==> src/hw/rtl/n2a_pkg.sv <==
// Package for the number to ASCII formatter.
// Holds the format codes, character constants, queue item type and back-end states.
// No dependencies.
`timescale 1ns / 1ps

package n2a_pkg;

  localparam int FuncW     = 3;
  localparam int ValueW    = 32;
  localparam int DigitCntW = 3;
  localparam int CharW     = 8;
  localparam int MaxChars  = 11;
  localparam int LenW      = $clog2(MaxChars + 1);
  localparam int IdxW      = $clog2(MaxChars);
  localparam int QDepth    = 2;

  localparam logic [FuncW-1:0] FuncUdec   = 3'd0;
  localparam logic [FuncW-1:0] FuncSdec   = 3'd1;
  localparam logic [FuncW-1:0] FuncBinS   = 3'd2;
  localparam logic [FuncW-1:0] FuncBinF   = 3'd3;
  localparam logic [FuncW-1:0] FuncHex    = 3'd4;
  localparam logic [FuncW-1:0] FuncFixDec = 3'd5;

  localparam logic [CharW-1:0] CharZero  = 8'h30;
  localparam logic [CharW-1:0] CharOne   = 8'h31;
  localparam logic [CharW-1:0] CharSeven = 8'h37;
  localparam logic [CharW-1:0] CharMinus = 8'h2D;
  localparam logic [CharW-1:0] CharLowB  = 8'h62;
  localparam logic [CharW-1:0] CharUpB   = 8'h42;
  localparam logic [CharW-1:0] CharUpX   = 8'h58;

  // Reciprocal of ten for a 32-bit dividend, used with a right shift of 35.
  localparam logic [ValueW-1:0] RecipTen = 32'hCCCC_CCCD;
  localparam int RecipShift = 35;

  typedef enum logic [1:0] {
    KindDec,
    KindFix,
    KindBin,
    KindHex
  } kind_e;

  typedef struct packed {
    kind_e             kind;
    logic              neg;
    logic              upper;
    logic [ValueW-1:0] mag;
    logic [LenW-1:0]   len;
  } item_t;

  typedef enum logic [1:0] {
    BkIdle,
    BkConv,
    BkSign,
    BkEmit
  } back_state_e;

  function automatic logic [CharW-1:0] hex_char(input logic [3:0] nib);
    if (nib < 4'd10) begin
      hex_char = CharZero + {4'd0, nib};
    end else begin
      hex_char = CharSeven + {4'd0, nib};
    end
  endfunction

endpackage

==> src/hw/rtl/n2a_queue.sv <==
// Small queue of classified items between the front and back ends.
// Depends on n2a_pkg.
`timescale 1ns / 1ps

module n2a_queue (
  input  logic            clk_i,
  input  logic            rst_ni,
  input  logic            push_i,
  input  n2a_pkg::item_t  item_i,
  output logic            full_o,
  input  logic            pop_i,
  output logic            valid_o,
  output n2a_pkg::item_t  item_o
);
  import n2a_pkg::*;

  localparam int PtrW = (QDepth > 1) ? $clog2(QDepth) : 1;
  localparam int CntW = $clog2(QDepth + 1);

  item_t           slot_q [QDepth];
  logic [PtrW-1:0] wr_ptr_q, wr_ptr_d;
  logic [PtrW-1:0] rd_ptr_q, rd_ptr_d;
  logic [CntW-1:0] count_q, count_d;
  logic            do_push, do_pop;

  assign full_o  = (count_q == CntW'(QDepth));
  assign valid_o = (count_q != CntW'(0));
  assign item_o  = slot_q[rd_ptr_q];
  assign do_push = push_i && !full_o;
  assign do_pop  = pop_i && valid_o;

  always_comb begin
    wr_ptr_d = wr_ptr_q;
    rd_ptr_d = rd_ptr_q;
    count_d  = count_q;
    if (do_push) begin
      wr_ptr_d = (wr_ptr_q == PtrW'(QDepth - 1)) ? PtrW'(0) : wr_ptr_q + PtrW'(1);
    end
    if (do_pop) begin
      rd_ptr_d = (rd_ptr_q == PtrW'(QDepth - 1)) ? PtrW'(0) : rd_ptr_q + PtrW'(1);
    end
    if (do_push && !do_pop) begin
      count_d = count_q + CntW'(1);
    end else if (do_pop && !do_push) begin
      count_d = count_q - CntW'(1);
    end
  end

  always_ff @(posedge clk_i or negedge rst_ni) begin
    if (!rst_ni) begin
      wr_ptr_q <= '0;
      rd_ptr_q <= '0;
      count_q  <= '0;
    end else begin
      wr_ptr_q <= wr_ptr_d;
      rd_ptr_q <= rd_ptr_d;
      count_q  <= count_d;
    end
  end

  always_ff @(posedge clk_i) begin
    if (do_push) begin
      slot_q[wr_ptr_q] <= item_i;
    end
  end

endmodule

==> config.mk <==
export PLATFORM = sky130hd
export DESIGN_NAME = n2a_queue
export DESIGN_NICKNAME = d
export VERILOG_FILES = /design/src/hw/rtl/n2a_pkg.sv /design/src/hw/rtl/n2a_queue.sv
export SDC_FILE = /design/constraint.sdc
export NUM_CORES = 1
export LEC_CHECK = 0
export BUFFER_PORTS_ARGS = -buffer_cell sky130_fd_sc_hd__buf_2
export CORE_ASPECT_RATIO = 0.6
export CORE_UTILIZATION = 52
export CTS_CLUSTER_SIZE = 28
export DETAILED_ROUTE_END_ITERATION = 8
export GPL_TIMING_DRIVEN = 0
export PLACE_DENSITY_LB_ADDON = 0.25
export SETUP_SLACK_MARGIN = 0.1
export SLEW_MARGIN = 20
export SYNTH_ARGS = -nofsm -noshare
export SYNTH_HDL_FRONTEND = slang
export SYNTH_SLANG_ARGS = --single-unit
==> constraint.sdc <==
create_clock -name clk_i -period 4 [get_ports clk_i]
set_clock_uncertainty 0.15 [all_clocks]
set_input_delay 0.2 -clock clk_i [delete_from_list [all_inputs] [get_ports clk_i]]
set_output_delay 0.2 -clock clk_i [all_outputs]
set_load 0.01 [all_outputs]
# After elaboration in Yosys (flattened, before gate mapping)
# Memories as Yosys holds them, arrays and structs flattened.
# Cells that the tools add are included.
[word_totals] ram_bits=80 input_bits=44 register_bits=4 rom_bits=0 memories=1 output_inout_bits=42 elab_cells=24 latch_bits=0
[classes] div_mod_pow=0 shifts=0 reduce_logical=9 bitwise_logic=0 eq_ne=1 n_addsub=4 multipliers=0 order_cmp=0 mux=6
[memory_table] name="slot_q" depth=2 word_bits=40 rd=1 rd_clocked_by_memory_dff=0 write_ports=1 line="n2a_queue.sv:20" source="item_t slot_q [QDepth];"
[op_table] operator="1-bit logical AND" n=4
[op_table] operator="1-bit two-way mux" n=4
[op_table] operator="2-bit two-way mux" n=2
[op_table] operator="2-bit nonzero test" n=2
[op_table] operator="1-bit zero test" n=3
[op_table] operator="1-bit adder, second input constant" n=2
[op_table] operator="2-bit by 1-bit adder with 2-bit output, second input constant" n=1
[op_table] operator="2-bit equality test, second input constant" n=1
[op_table] operator="2-bit by 1-bit subtractor with 2-bit output, second input constant" n=1

# Longest topological paths before layout
[logic_depth] depth_word=7 depth_mapped=7 ltp_nobuf=7

# Worst setup path before layout
# OpenSTA, ideal clock, no wires.
[synth_timing] path_type="register to register" start="reg count_q[0]" end="mem slot_q[0][0] (netlist bit) (enable)" setup_ns=0.437 path_slack_ns=1.105 period_less_slack_ns=2.895 stages_incl_launch_ff=4 arrival_time_ns=2.308 required_ns=3.413 n_path_buf=0 cell_sequence="dfrtp_1 > nand2b_1 > nand2_1 > nor2_1"
[synth_between] elab_chain_len=5
[synth_lines] element="start: declaration" line="n2a_queue.sv:23" source="logic [CntW-1:0] count_q, count_d;"
[synth_lines] element="start signal: assignment" line="n2a_queue.sv:57" source="count_q <= count_d;"
[synth_lines] element="2-bit equality test" line="n2a_queue.sv:26" source="assign full_o = (count_q == CntW'(QDepth));"
[synth_lines] element="1-bit zero test" line="n2a_queue.sv:29" source="assign do_push = push_i && !full_o;"
[synth_lines] element="1-bit logical AND" line="n2a_queue.sv:29"
[synth_lines] element="1-bit two-way mux" line="n2a_queue.sv:62" source="if (do_push) begin"
[synth_lines] element="1-bit two-way mux (not written as such)" line="n2a_queue.sv:63" source="slot_q[wr_ptr_q] <= item_i;"
[synth_lines] element="end: declaration" line="n2a_queue.sv:20"
# No other way between the ends.

# Worst setup path after layout
[layout_timing] start="reg count_q[0]" end="mem slot_q[0][8] (netlist bit) (enable)"
# Same word-level chain as after synthesis.

==> metrics.yaml <==
status: "completed"
routed_via_density: 4.63
tritoncts: "built"
post_dp_cell_area_mm2: 0.00388
ctsHtreeMaxLevel: 3
antenna_found_initial: 0
drc_errors: 0
cp_cell_sequence: "nand2b_1 -> nand2_1 -> nor2_4 -> buf_16"
grt_overflow: 0
cp.required_ns: 3.89
vdd_drop_max_mv: 0.397
grt_use_met1_pct: 21.1
r2r-start: "count_q[0]"
worstMarginPinSlew_ns: 0.612
top_usage_layer: "met2"
row_count: 22
dp_slack_ns: 2.08
syn_area_per_cell_um2: 22.9
maxClockFrequency_mhz: 528
initial_core_util_pct: 53.8
synth_area_leaders: "edfxtp_1 (73%), mux2_4 (18%), dfrtp_1 (3.0%)"
rsz0062_at_grt: "false"
final_util_pct: 73.9
relSlewSlack_pct: 59.1
syn_nets: 189
drive_above_1_share_pct: 51.2
cts_buffers: 9
finalHoldViolCount: 0
fin_area_mm2: 0.00451
seqCellArea_mm2: 0.00250
syn_area_mm2: 0.00329
cp_slowest_stage_delay_ns: 0.51
grt_pass1_vias: 1827
cp-start-kind: "register"
die-area_mm2: 0.00666
postCtsSetupBuffers: 0
worstSetupPathType: "register to register"
port_buffers: 85
crit_start: "count_q[0]"
grt.total_usage_pct: 17.8
root_buffer: "clkbuf_8"
ys_ff_latch: 84
ys_seq_area_share_pct: 76.0
ant_nets: 0
totalWireLength_um: 5360
finalCritPeriodShare_pct: 47.4
clkTransAtPathRegs_ns: 0.07
areaGrowthSynthToFinish_pct: 37.2
grt_util_met3_pct: 6.94
yosysTopAreaCellShare_pct: 73.0
multi_input_area_um2: 698
cts_sinks: 84
n_antenna_cell: 0
synth_cells: 144
crit_fanout: 22
yosysWarnings: 0
grt_start_max_net_pins: 23
routed-via-count: 1727
clockBufferDepth: 2
worstSkewPairLatency_ns: 0.33
cp-end-kind: "register"
core_mm2: 0.00611
ios: 86
fin_setup_tns_ns: 0
die_w_um: 105
p_per_area_mw_per_mm2: 671
globalRouteMet2Util_pct: 30.4
p_leak_nw: 1.85
grt_pass1_wl_um: 8470
drt_iter0_drc: 72
setup_viol_count_final: 0
dr.pass1.iters: 4
place_hpwl_um: 3450
drv_slew: 0
die_h_um: 63.6
crit_slowest_cell: "nor2_4"
crit_arrival_ns: 1.79
drv_cap: 0
place_congestion: 0.743
hp-class: "primary input to asynchronous set/reset pin"
synth_area_leader_cell: "edfxtp_1"
nFillCells: 393
routedWlPerCell_um: 14.4
finalNetCount: 329
period_needed_ns: 1.90
setup_ws_ns: 2.10
yosysUniqueCellTypes: 16
[cell usage after synthesis (all sizes together)]
master  count
nand2b      1
nor2        2
ha          1
xor2        2
edfxtp     80
xnor2       3
and3        1
mux2       40
nand2       2
dfrtp       4
inv         2
or2         1
buf         5
[metrics by stage]
stage	hold WS, ns	total power, W	cells
3_5_place_dp	-0.137	0.00240	315
3_3_place_gp	-0.138	0.00235	313
6_report	0.0563	0.00303	373
5_1_grt	0.0391	0.00318	373
4_1_cts	0.0277	0.00306	373
2_1_floorplan	-0.246	0.00205	144
[path summary, 6_finish.rpt]
path,slack [ns],endpoint,depth (start not counted)
max reg2reg,2.10,slot_q[0][8],4
min reg2reg,0.34,count_q[1],1
min in group clk_i,0.08,wr_ptr_q,3
max in group asynchronous,3.52,rd_ptr_q,2
min,0.06,count_q[1],2
max,2.10,slot_q[0][8],4
[what timing repair did]
| action | in CTS | in global routing |
|---|---|---|
| endpoints found under the hold margin | 85 | 0 |
| hold buffers | 42 | 0 |
| setup endpoints to repair | 0 | 0 |
| resized for setup | 0 | 0 |
[metal layers]
layer / part of all wire (%) / up-vias
met5: 0 / -
met4: 0.35 / 0
met3: 5.0 / 2
met2: 49 / 46
met1: 45 / 842
li1: - / 837
[state kept, by name (all words and copies together), names as in the netlist]
name      cells
rd_ptr_q      1
count_q       2
wr_ptr_q      1
slot_q       80
[logic make-up (layout without fill, tap and decap cells)]
logic type / after synthesis / in the layout / share of synthesized area [%]
xor gates and xnor gates: 5 / 5 / 1.33
adders and majority gates: 1 / 1 / 0.380
buffers and inverters: 7 / 152 / 3.00
DFF: 84 / 84 / 76.0
muxes: 40 / 40 / 18.1
and+or+nand+nor: 7 / 7 / 1.10
[area by class of cell]
| cell class | instances | area share (%) |
|---|---|---|
| timing repair buffer | 129 | 20.0 |
| clock buffer | 12 | 2.99 |
| tap | 84 | 2.33 |
| clock inverter | 4 | 1.64 |
| buffer | 5 | 2.02 |
| multi-input combinational | 53 | 15.5 |
| sequential | 84 | 55.4 |
| inverter | 2 | 0.166 |
[cells in the final DEF (no fill, tap or decap), types with 3 or more instances in the layout]
cell,count
clkbuf_8,9
clkbuf_1,3
xnor2_1,3
mux2_4,39
buf_12,4
buf_2,85
dfrtp_1,4
edfxtp_1,80
dlygate4sd3_1,42
[report_power, final]
part	leakage (nW)	switching, W	total [W]	internal, W
registers	0.790	0.0000608	0.00127	0.00120
clock network	0.105	0.000267	0.000620	0.000352
logic	0.960	0.000515	0.00114	0.000628
total	1.85	0.000844	0.00303	0.00219
[worst max-delay path, delay by kind of cell, from the launching register on]
family / cells / cell delay, ns
buf+inv: 1 / 0.25
simple gates: 3 / 0.79
flops: 1 / 0.41
(Power assumes the default switching activity.)
