--- config.mk ---
export PLATFORM = sky130hd
export DESIGN_NAME = n2a_front_flat
export DESIGN_NICKNAME = d
export VERILOG_FILES = /design/src/hw/rtl/n2a_pkg.sv /design/src/hw/rtl/n2a_if.sv /design/src/hw/rtl/n2a_front.sv /design/src/flat_wrapper.sv
export SDC_FILE = /design/constraint.sdc
export NUM_CORES = 1
export LEC_CHECK = 0
export ABC_AREA = 1
export ABC_CLOCK_PERIOD_IN_PS = 1510
export BUFFER_PORTS_ARGS = -buffer_cell sky130_fd_sc_hd__buf_2
export CELL_PAD_IN_SITES_DETAIL_PLACEMENT = 1
export CELL_PAD_IN_SITES_GLOBAL_PLACEMENT = 1
export CORE_MARGIN = 2
export CORE_UTILIZATION = 28
export DETAILED_ROUTE_END_ITERATION = 12
export PLACE_DENSITY_LB_ADDON = 0.1
export SLEW_MARGIN = 25
export SYNTH_ARGS = -nofsm -noshare
export SYNTH_HDL_FRONTEND = slang
export SYNTH_SLANG_ARGS = --single-unit
--- constraint.sdc ---
create_clock -name vclk -period 1.51
set_clock_uncertainty 0.1 [all_clocks]
set_input_delay 0.2265 -clock vclk [all_inputs]
set_output_delay 0.2265 -clock vclk [all_outputs]
set_load 0.05 [all_outputs]
--- src/hw/rtl/n2a_pkg.sv ---
// Package for the number to ASCII formatter.
// Holds the format codes, character constants, queue item type and back-end states.
// No dependencies.
`timescale 1ns / 1ps

package n2a_pkg;

  localparam int FuncW     = 3;
  localparam int ValueW    = 32;
  localparam int DigitCntW = 3;
  localparam int CharW     = 8;
  localparam int MaxChars  = 11;
  localparam int LenW      = $clog2(MaxChars + 1);
  localparam int IdxW      = $clog2(MaxChars);
  localparam int QDepth    = 2;

  localparam logic [FuncW-1:0] FuncUdec   = 3'd0;
  localparam logic [FuncW-1:0] FuncSdec   = 3'd1;
  localparam logic [FuncW-1:0] FuncBinS   = 3'd2;
  localparam logic [FuncW-1:0] FuncBinF   = 3'd3;
  localparam logic [FuncW-1:0] FuncHex    = 3'd4;
  localparam logic [FuncW-1:0] FuncFixDec = 3'd5;

  localparam logic [CharW-1:0] CharZero  = 8'h30;
  localparam logic [CharW-1:0] CharOne   = 8'h31;
  localparam logic [CharW-1:0] CharSeven = 8'h37;
  localparam logic [CharW-1:0] CharMinus = 8'h2D;
  localparam logic [CharW-1:0] CharLowB  = 8'h62;
  localparam logic [CharW-1:0] CharUpB   = 8'h42;
  localparam logic [CharW-1:0] CharUpX   = 8'h58;

  // Reciprocal of ten for a 32-bit dividend, used with a right shift of 35.
  localparam logic [ValueW-1:0] RecipTen = 32'hCCCC_CCCD;
  localparam int RecipShift = 35;

  typedef enum logic [1:0] {
    KindDec,
    KindFix,
    KindBin,
    KindHex
  } kind_e;

  typedef struct packed {
    kind_e             kind;
    logic              neg;
    logic              upper;
    logic [ValueW-1:0] mag;
    logic [LenW-1:0]   len;
  } item_t;

  typedef enum logic [1:0] {
    BkIdle,
    BkConv,
    BkSign,
    BkEmit
  } back_state_e;

  function automatic logic [CharW-1:0] hex_char(input logic [3:0] nib);
    if (nib < 4'd10) begin
      hex_char = CharZero + {4'd0, nib};
    end else begin
      hex_char = CharSeven + {4'd0, nib};
    end
  endfunction

endpackage

--- src/hw/rtl/n2a_if.sv ---
// Channel interfaces for the number to ASCII formatter.
// Depends on n2a_pkg for the payload widths.
`timescale 1ns / 1ps

interface n2a_in_if;
  logic                           valid;
  logic                           ready;
  logic [n2a_pkg::FuncW-1:0]      func;
  logic [n2a_pkg::ValueW-1:0]     value;
  logic [n2a_pkg::DigitCntW-1:0]  digit_count;

  modport source (output valid, output func, output value, output digit_count, input ready);
  modport sink (input valid, input func, input value, input digit_count, output ready);
endinterface


--- src/hw/rtl/n2a_front.sv ---
// Front end of the number to ASCII formatter: accepts numbers and classifies them.
// Depends on n2a_pkg and n2a_in_if.
`timescale 1ns / 1ps

module n2a_front (
  n2a_in_if.sink          in_i,
  input  logic            q_full_i,
  output logic            push_o,
  output n2a_pkg::item_t  item_o
);
  import n2a_pkg::*;

  logic [7:0] low;
  logic [2:0] lead;
  logic [7:0] aligned;

  assign low = in_i.value[7:0];

  always_comb begin
    lead = 3'd0;
    for (int i = 0; i < 8; i++) begin
      if (low[i]) begin
        lead = 3'(i);
      end
    end
  end

  assign aligned = low << (3'd7 - lead);
  assign in_i.ready = !q_full_i;

  always_comb begin
    push_o       = in_i.valid && !q_full_i;
    item_o.kind  = KindDec;
    item_o.neg   = 1'b0;
    item_o.upper = 1'b1;
    item_o.mag   = in_i.value;
    item_o.len   = LenW'(10);
    case (in_i.func)
      FuncUdec: begin
      end
      FuncSdec: begin
        item_o.neg = in_i.value[ValueW-1];
        if (in_i.value[ValueW-1]) begin
          item_o.mag = ValueW'(0) - in_i.value;
        end
      end
      FuncBinS: begin
        item_o.kind = KindBin;
        item_o.mag  = {24'd0, low};
        if (low != 8'd0) begin
          item_o.upper = 1'b0;
          item_o.mag   = {24'd0, aligned};
          item_o.len   = LenW'(3) + LenW'(lead);
        end
      end
      FuncBinF: begin
        item_o.kind = KindBin;
        item_o.mag  = {24'd0, low};
      end
      FuncHex: begin
        item_o.kind = KindHex;
        item_o.mag  = {24'd0, low};
        item_o.len  = LenW'(4);
      end
      FuncFixDec: begin
        item_o.kind = KindFix;
        if (in_i.digit_count <= 3'd2) begin
          item_o.mag = {24'd0, low};
          item_o.len = LenW'(2);
        end else if (in_i.digit_count == 3'd3) begin
          item_o.mag = {16'd0, in_i.value[15:0]};
          item_o.len = LenW'(3);
        end else begin
          item_o.mag = {16'd0, in_i.value[15:0]};
          item_o.len = LenW'(4);
        end
      end
      default: begin
        push_o = 1'b0;
      end
    endcase
  end

endmodule

--- src/flat_wrapper.sv ---
// flat-port wrapper written by rule: the top's interface ports become plain ports
module n2a_front_flat import n2a_pkg::*;
  (q_full_i, push_o, item_o, in_i_valid, in_i_func, in_i_value, in_i_digit_count, in_i_ready);
  n2a_in_if in_i_i ();
  input  logic q_full_i;
  output logic push_o;
  output n2a_pkg::item_t item_o;
  input wire logic [$bits(in_i_i.valid)-1:0] in_i_valid;
  input wire logic [$bits(in_i_i.func)-1:0] in_i_func;
  input wire logic [$bits(in_i_i.value)-1:0] in_i_value;
  input wire logic [$bits(in_i_i.digit_count)-1:0] in_i_digit_count;
  output wire logic [$bits(in_i_i.ready)-1:0] in_i_ready;
  assign in_i_i.valid = in_i_valid;
  assign in_i_i.func = in_i_func;
  assign in_i_i.value = in_i_value;
  assign in_i_i.digit_count = in_i_digit_count;
  assign in_i_ready = in_i_i.ready;
  n2a_front u_core (.in_i(in_i_i), .q_full_i(q_full_i), .push_o(push_o), .item_o(item_o));
endmodule
==> run_results.csv, run 1 <==
group,metric,value,unit
synthesis,synth_nets,416,
synthesis,netlist_area,0.001784,mm^2
outcome,error,"[ERROR DPL-0033] detailed placement checks failed during check placement.",
place,place_worst_setup_slack,-580.3,ps
outcome,outcome,"did not finish",
floorplanning,initial_utilization,0.2859,
synthesis,ys_types,31,
synthesis,avgSynthCellArea,4.771,um^2
floorplanning,die_w,83.83,um
place,gp_congestion,0.8676,
outcome,stop_stage,"clock tree synthesis (4_1_cts)",
floorplanning,num_rows,29,
place,dp_hpwl,8078,um
floorplanning,io_pins,82,
synthesis,synth.yosys.warnings,0,
synthesis,synthCells,374,
clocking,hold_buffers,0,
place,io_buffers,82,
floorplanning,dieHeight,83.83,um
synthesis,yosysSeqAreaShare,0,
clocking,cts_resized,220,
clocking,post_cts_buffers,9,
-- cells in the mapped netlist (all sizes together) --
library cell / instances / share of area
nand2: 116 / 0.26
inv: 60 / 0.13
nor2: 59 / 0.16
nand3: 53 / 0.16
o21ai: 30 / 0.088
a21oi: 21 / 0.061
nand4: 8 / 0.028
buf: 5 / 0.026
nor3: 4 / 0.014
o211ai: 4 / 0.017
clkbuf: 3 / 0.0063
xor2: 3 / 0.015
ha: 2 / 0.014
o22ai: 2 / 0.0070
a31oi: 1 / 0.0035
and2: 1 / 0.0035
nand3b: 1 / 0.0042
o221ai: 1 / 0.0049
-- stage by stage --
stage	utilization	cells	cell area, um^2
after floorplan	-	374	2311
after detailed placement	0.5734	628	3578
after global placement	0.5734	628	3578
-- kinds of logic after synthesis --
logic type               Yosys count  synth area share
adder cells (fa/ha/maj)            2           0.01402
buffers and inverters             68            0.1599
AO/OA/AOI/OAI                     59            0.1816
XOR/XNOR                           3           0.01473
AND/OR/NAND/NOR                  242            0.6297
==> run 2, diff against run 1 <==
Settings changed: ABC_CLOCK_PERIOD_IN_PS 1510 to 2000, CELL_PAD_IN_SITES_DETAIL_PLACEMENT 1 to not set, CELL_PAD_IN_SITES_GLOBAL_PLACEMENT 1 to not set, CORE_UTILIZATION 28 to 37, PLACE_DENSITY_LB_ADDON 0.1 to 0.15.
Clock period 1.51 ns to 2 ns, I/O delays scaled along.
==> run_results.csv, run 2 <==
group,metric,value,unit
setup_path,cp_max_fo,4,
final_layout,area_growth,97.90,%
sta,max_freq,494.3,MHz
final_layout,n_antenna_cell,0,
global_routing,grt_max_degree,21,
final_layout,regArea,0,um^2
sta,finalSetupTns,-29.94,ps
place,gp_congestion,0.9313,
final_layout,final_nets,568,
min_path,hold_path.class,"input port to output port",
outcome,violations,"setup timing",
place,place_worst_setup_slack,-205.0,ps
synthesis,yosys.area.top_type,"nand2_1",
floorplanning,die_w,73.44,um
setup_path,endpoint_kind,"output port",
place,dp_hpwl,5589,um
final_layout,stdcell_count,578,
synthesis,ys_types,31,
final_layout,seq_cells,0,
synthesis,yosysSeqAreaShare,0,
pwr,power_leakage,1.811,nW
synthesis,synth_area_leaders,"nand2_1 (22%), nand3_1 (14%), inv_1 (11%), nor2_1 (9.7%), o21ai_0 (6.5%)",
global_routing,grt_pass1_wl,10920,um
floorplanning,num_rows,25,
global_routing,grt_pass1_vias,2638,
route,ant_nets,0,
synthesis,yosysTopAreaCellShare,0.2230,
route,route.vias.total,2966,
pwr,powerDensity,296.8,mW/mm^2
sta,finalCritPeriodShare,1.012,
sta,rsz0062_at_grt,"yes",
floorplanning,dieHeight,73.44,um
sta,hold_viol,0,
global_routing,grt_overflow,0,
floorplanning,io_pins,82,
setup_path,crit_top_cell,"nand2_2",
synthesis,yosysMostFrequentCell,"nand2_1",
pwr,vdd_drop_max,0.2500,mV
job,max-cap-violations,0,
sta,fin_ws,-23.24,ps
synthesis,netlist_area,0.001784,mm^2
synthesis,synth_nets,416,
synthesis,avgSynthCellArea,4.771,um^2
final_layout,final_cell_mix,"nand2_1 (84), buf_4 (84), inv_1 (49)",
sta,slew_headroom,0.7735,
synthesis,synthCells,374,
outcome,outcome,"complete, but fails checks",
synthesis,synth.yosys.warnings,0,
synthesis,synth_common_cells,"nand2_1 (106), inv_1 (54), nand3_1 (49)",
route,vias_per_cell,5.131,
global_routing,grt.total_usage,0.2430,
place,dp_cells,571,
setup_path,cpPeakStageDelay,170,ps
sta,slew_violations,0,
final_layout,final_layout_size_suffix_gt1_frac,0.5401,
sta,worst_pin_slew,339.3,ps
setup_path,crit_slowest_cell,"nor2_4",
global_routing,antenna_found_initial,0,
sta,hold-worst-slack,812.8,ps
final_layout,final.fill_count,342,
floorplanning,initial_utilization,0.3803,
route,dr.pass1.iters,4,
setup_path,worst_setup_path_start_kind,"input port",
route,wl,7583,um
setup_path,worstPathRequired,1600,ps
sta,setup_viol,2,
setup_path,crit_path_cell_trace,"buf_8 > inv_6 > ha_4 > nand2_4 > nor2_4 > nand4_1 > nand2_2 > nand3_2 > nand2_2 > nand2_2 > nor2_4 > buf_8",
floorplanning,coreArea,0.004692,mm^2
setup_path,crit_type,"input port to output port",
route,post_drt_wl_per_cell,13.12,um
floorplanning,die_area,0.005393,mm^2
setup_path,cp.arrival,1620,ps
final_layout,final.clkbuf_count,0,
place,io_buffers,82,
sta,period_needed,2023,ps
route,first_iter_violations,172,
route,drcViolationCount,0,
## run 2: timing repair
item,CTS,global route
hold buffers,0,0
endpoints found under the setup margin,30,32
pin swaps,16,32
setup buffers,4,3
gates cloned,0,0
resized for setup,52,147
## run 2: path summary, 6_finish.rpt
kind	from	endpoint	slack, ps	depth (start not counted)
setup / recovery	in_i_value[0]	item_o[32]	-20	12
hold / removal	q_full_i	in_i_ready	810	3
## run 2: through the flow
stage          total power, mW  utilization  cell area [um^2]
3_3_place_gp            0.8458       0.6096              2860
4_1_cts                 0.9095       0.6515              3057
5_1_grt                  1.112       0.7525              3531
3_5_place_dp            0.8514       0.6096              2860
6_report                 1.048       0.7525              3531
2_1_floorplan           0.5747            -              1909
## run 2: final cells by class
| cell class | count | area [um^2] | share of cell area |
|---|---|---|---|
| repair buffers | 158 | 1259 | 0.3565 |
| well taps | 54 | 67.56 | 0.01914 |
| inverters | 60 | 242.7 | 0.06875 |
| multi-input cells | 306 | 1962 | 0.5556 |
## run 2: logic make-up after synthesis
| family | Yosys count | share of synthesized area |
|---|---|---|
| and+or+nand+nor | 242 | 0.6297 |
| buffers and inverters | 68 | 0.1599 |
| xor gates and xnor gates | 3 | 0.01473 |
| AOI/OAI and AO/OA | 59 | 0.1816 |
| adders and majority gates | 2 | 0.01402 |
## run 2: where the power goes
group	switching (mW)	total, mW	internal (mW)
combinational	0.654	1.05	0.394
sequential	0	0	0
clock	0	0	0
## run 2: critical path, delay by kind of cell
kind | cells | cell delay, ps
buffers and inverters | 3 | 300
AND/OR/NAND/NOR | 8 | 850
adder cells (fa/ha/maj) | 1 | 140
## run 2: metal layers
metal | part of all wire | vias up | global-route usage
li1 | - | 1514 | -
met1 | 0.42 | 1352 | 0.3172
met2 | 0.52 | 92 | 0.4444
met3 | 0.045 | 8 | 0.005487
met4 | 0.015 | 0 | 0.04848
met5 | 0 | - | 0
No activity file was read; power rests on OpenSTA's default activity.
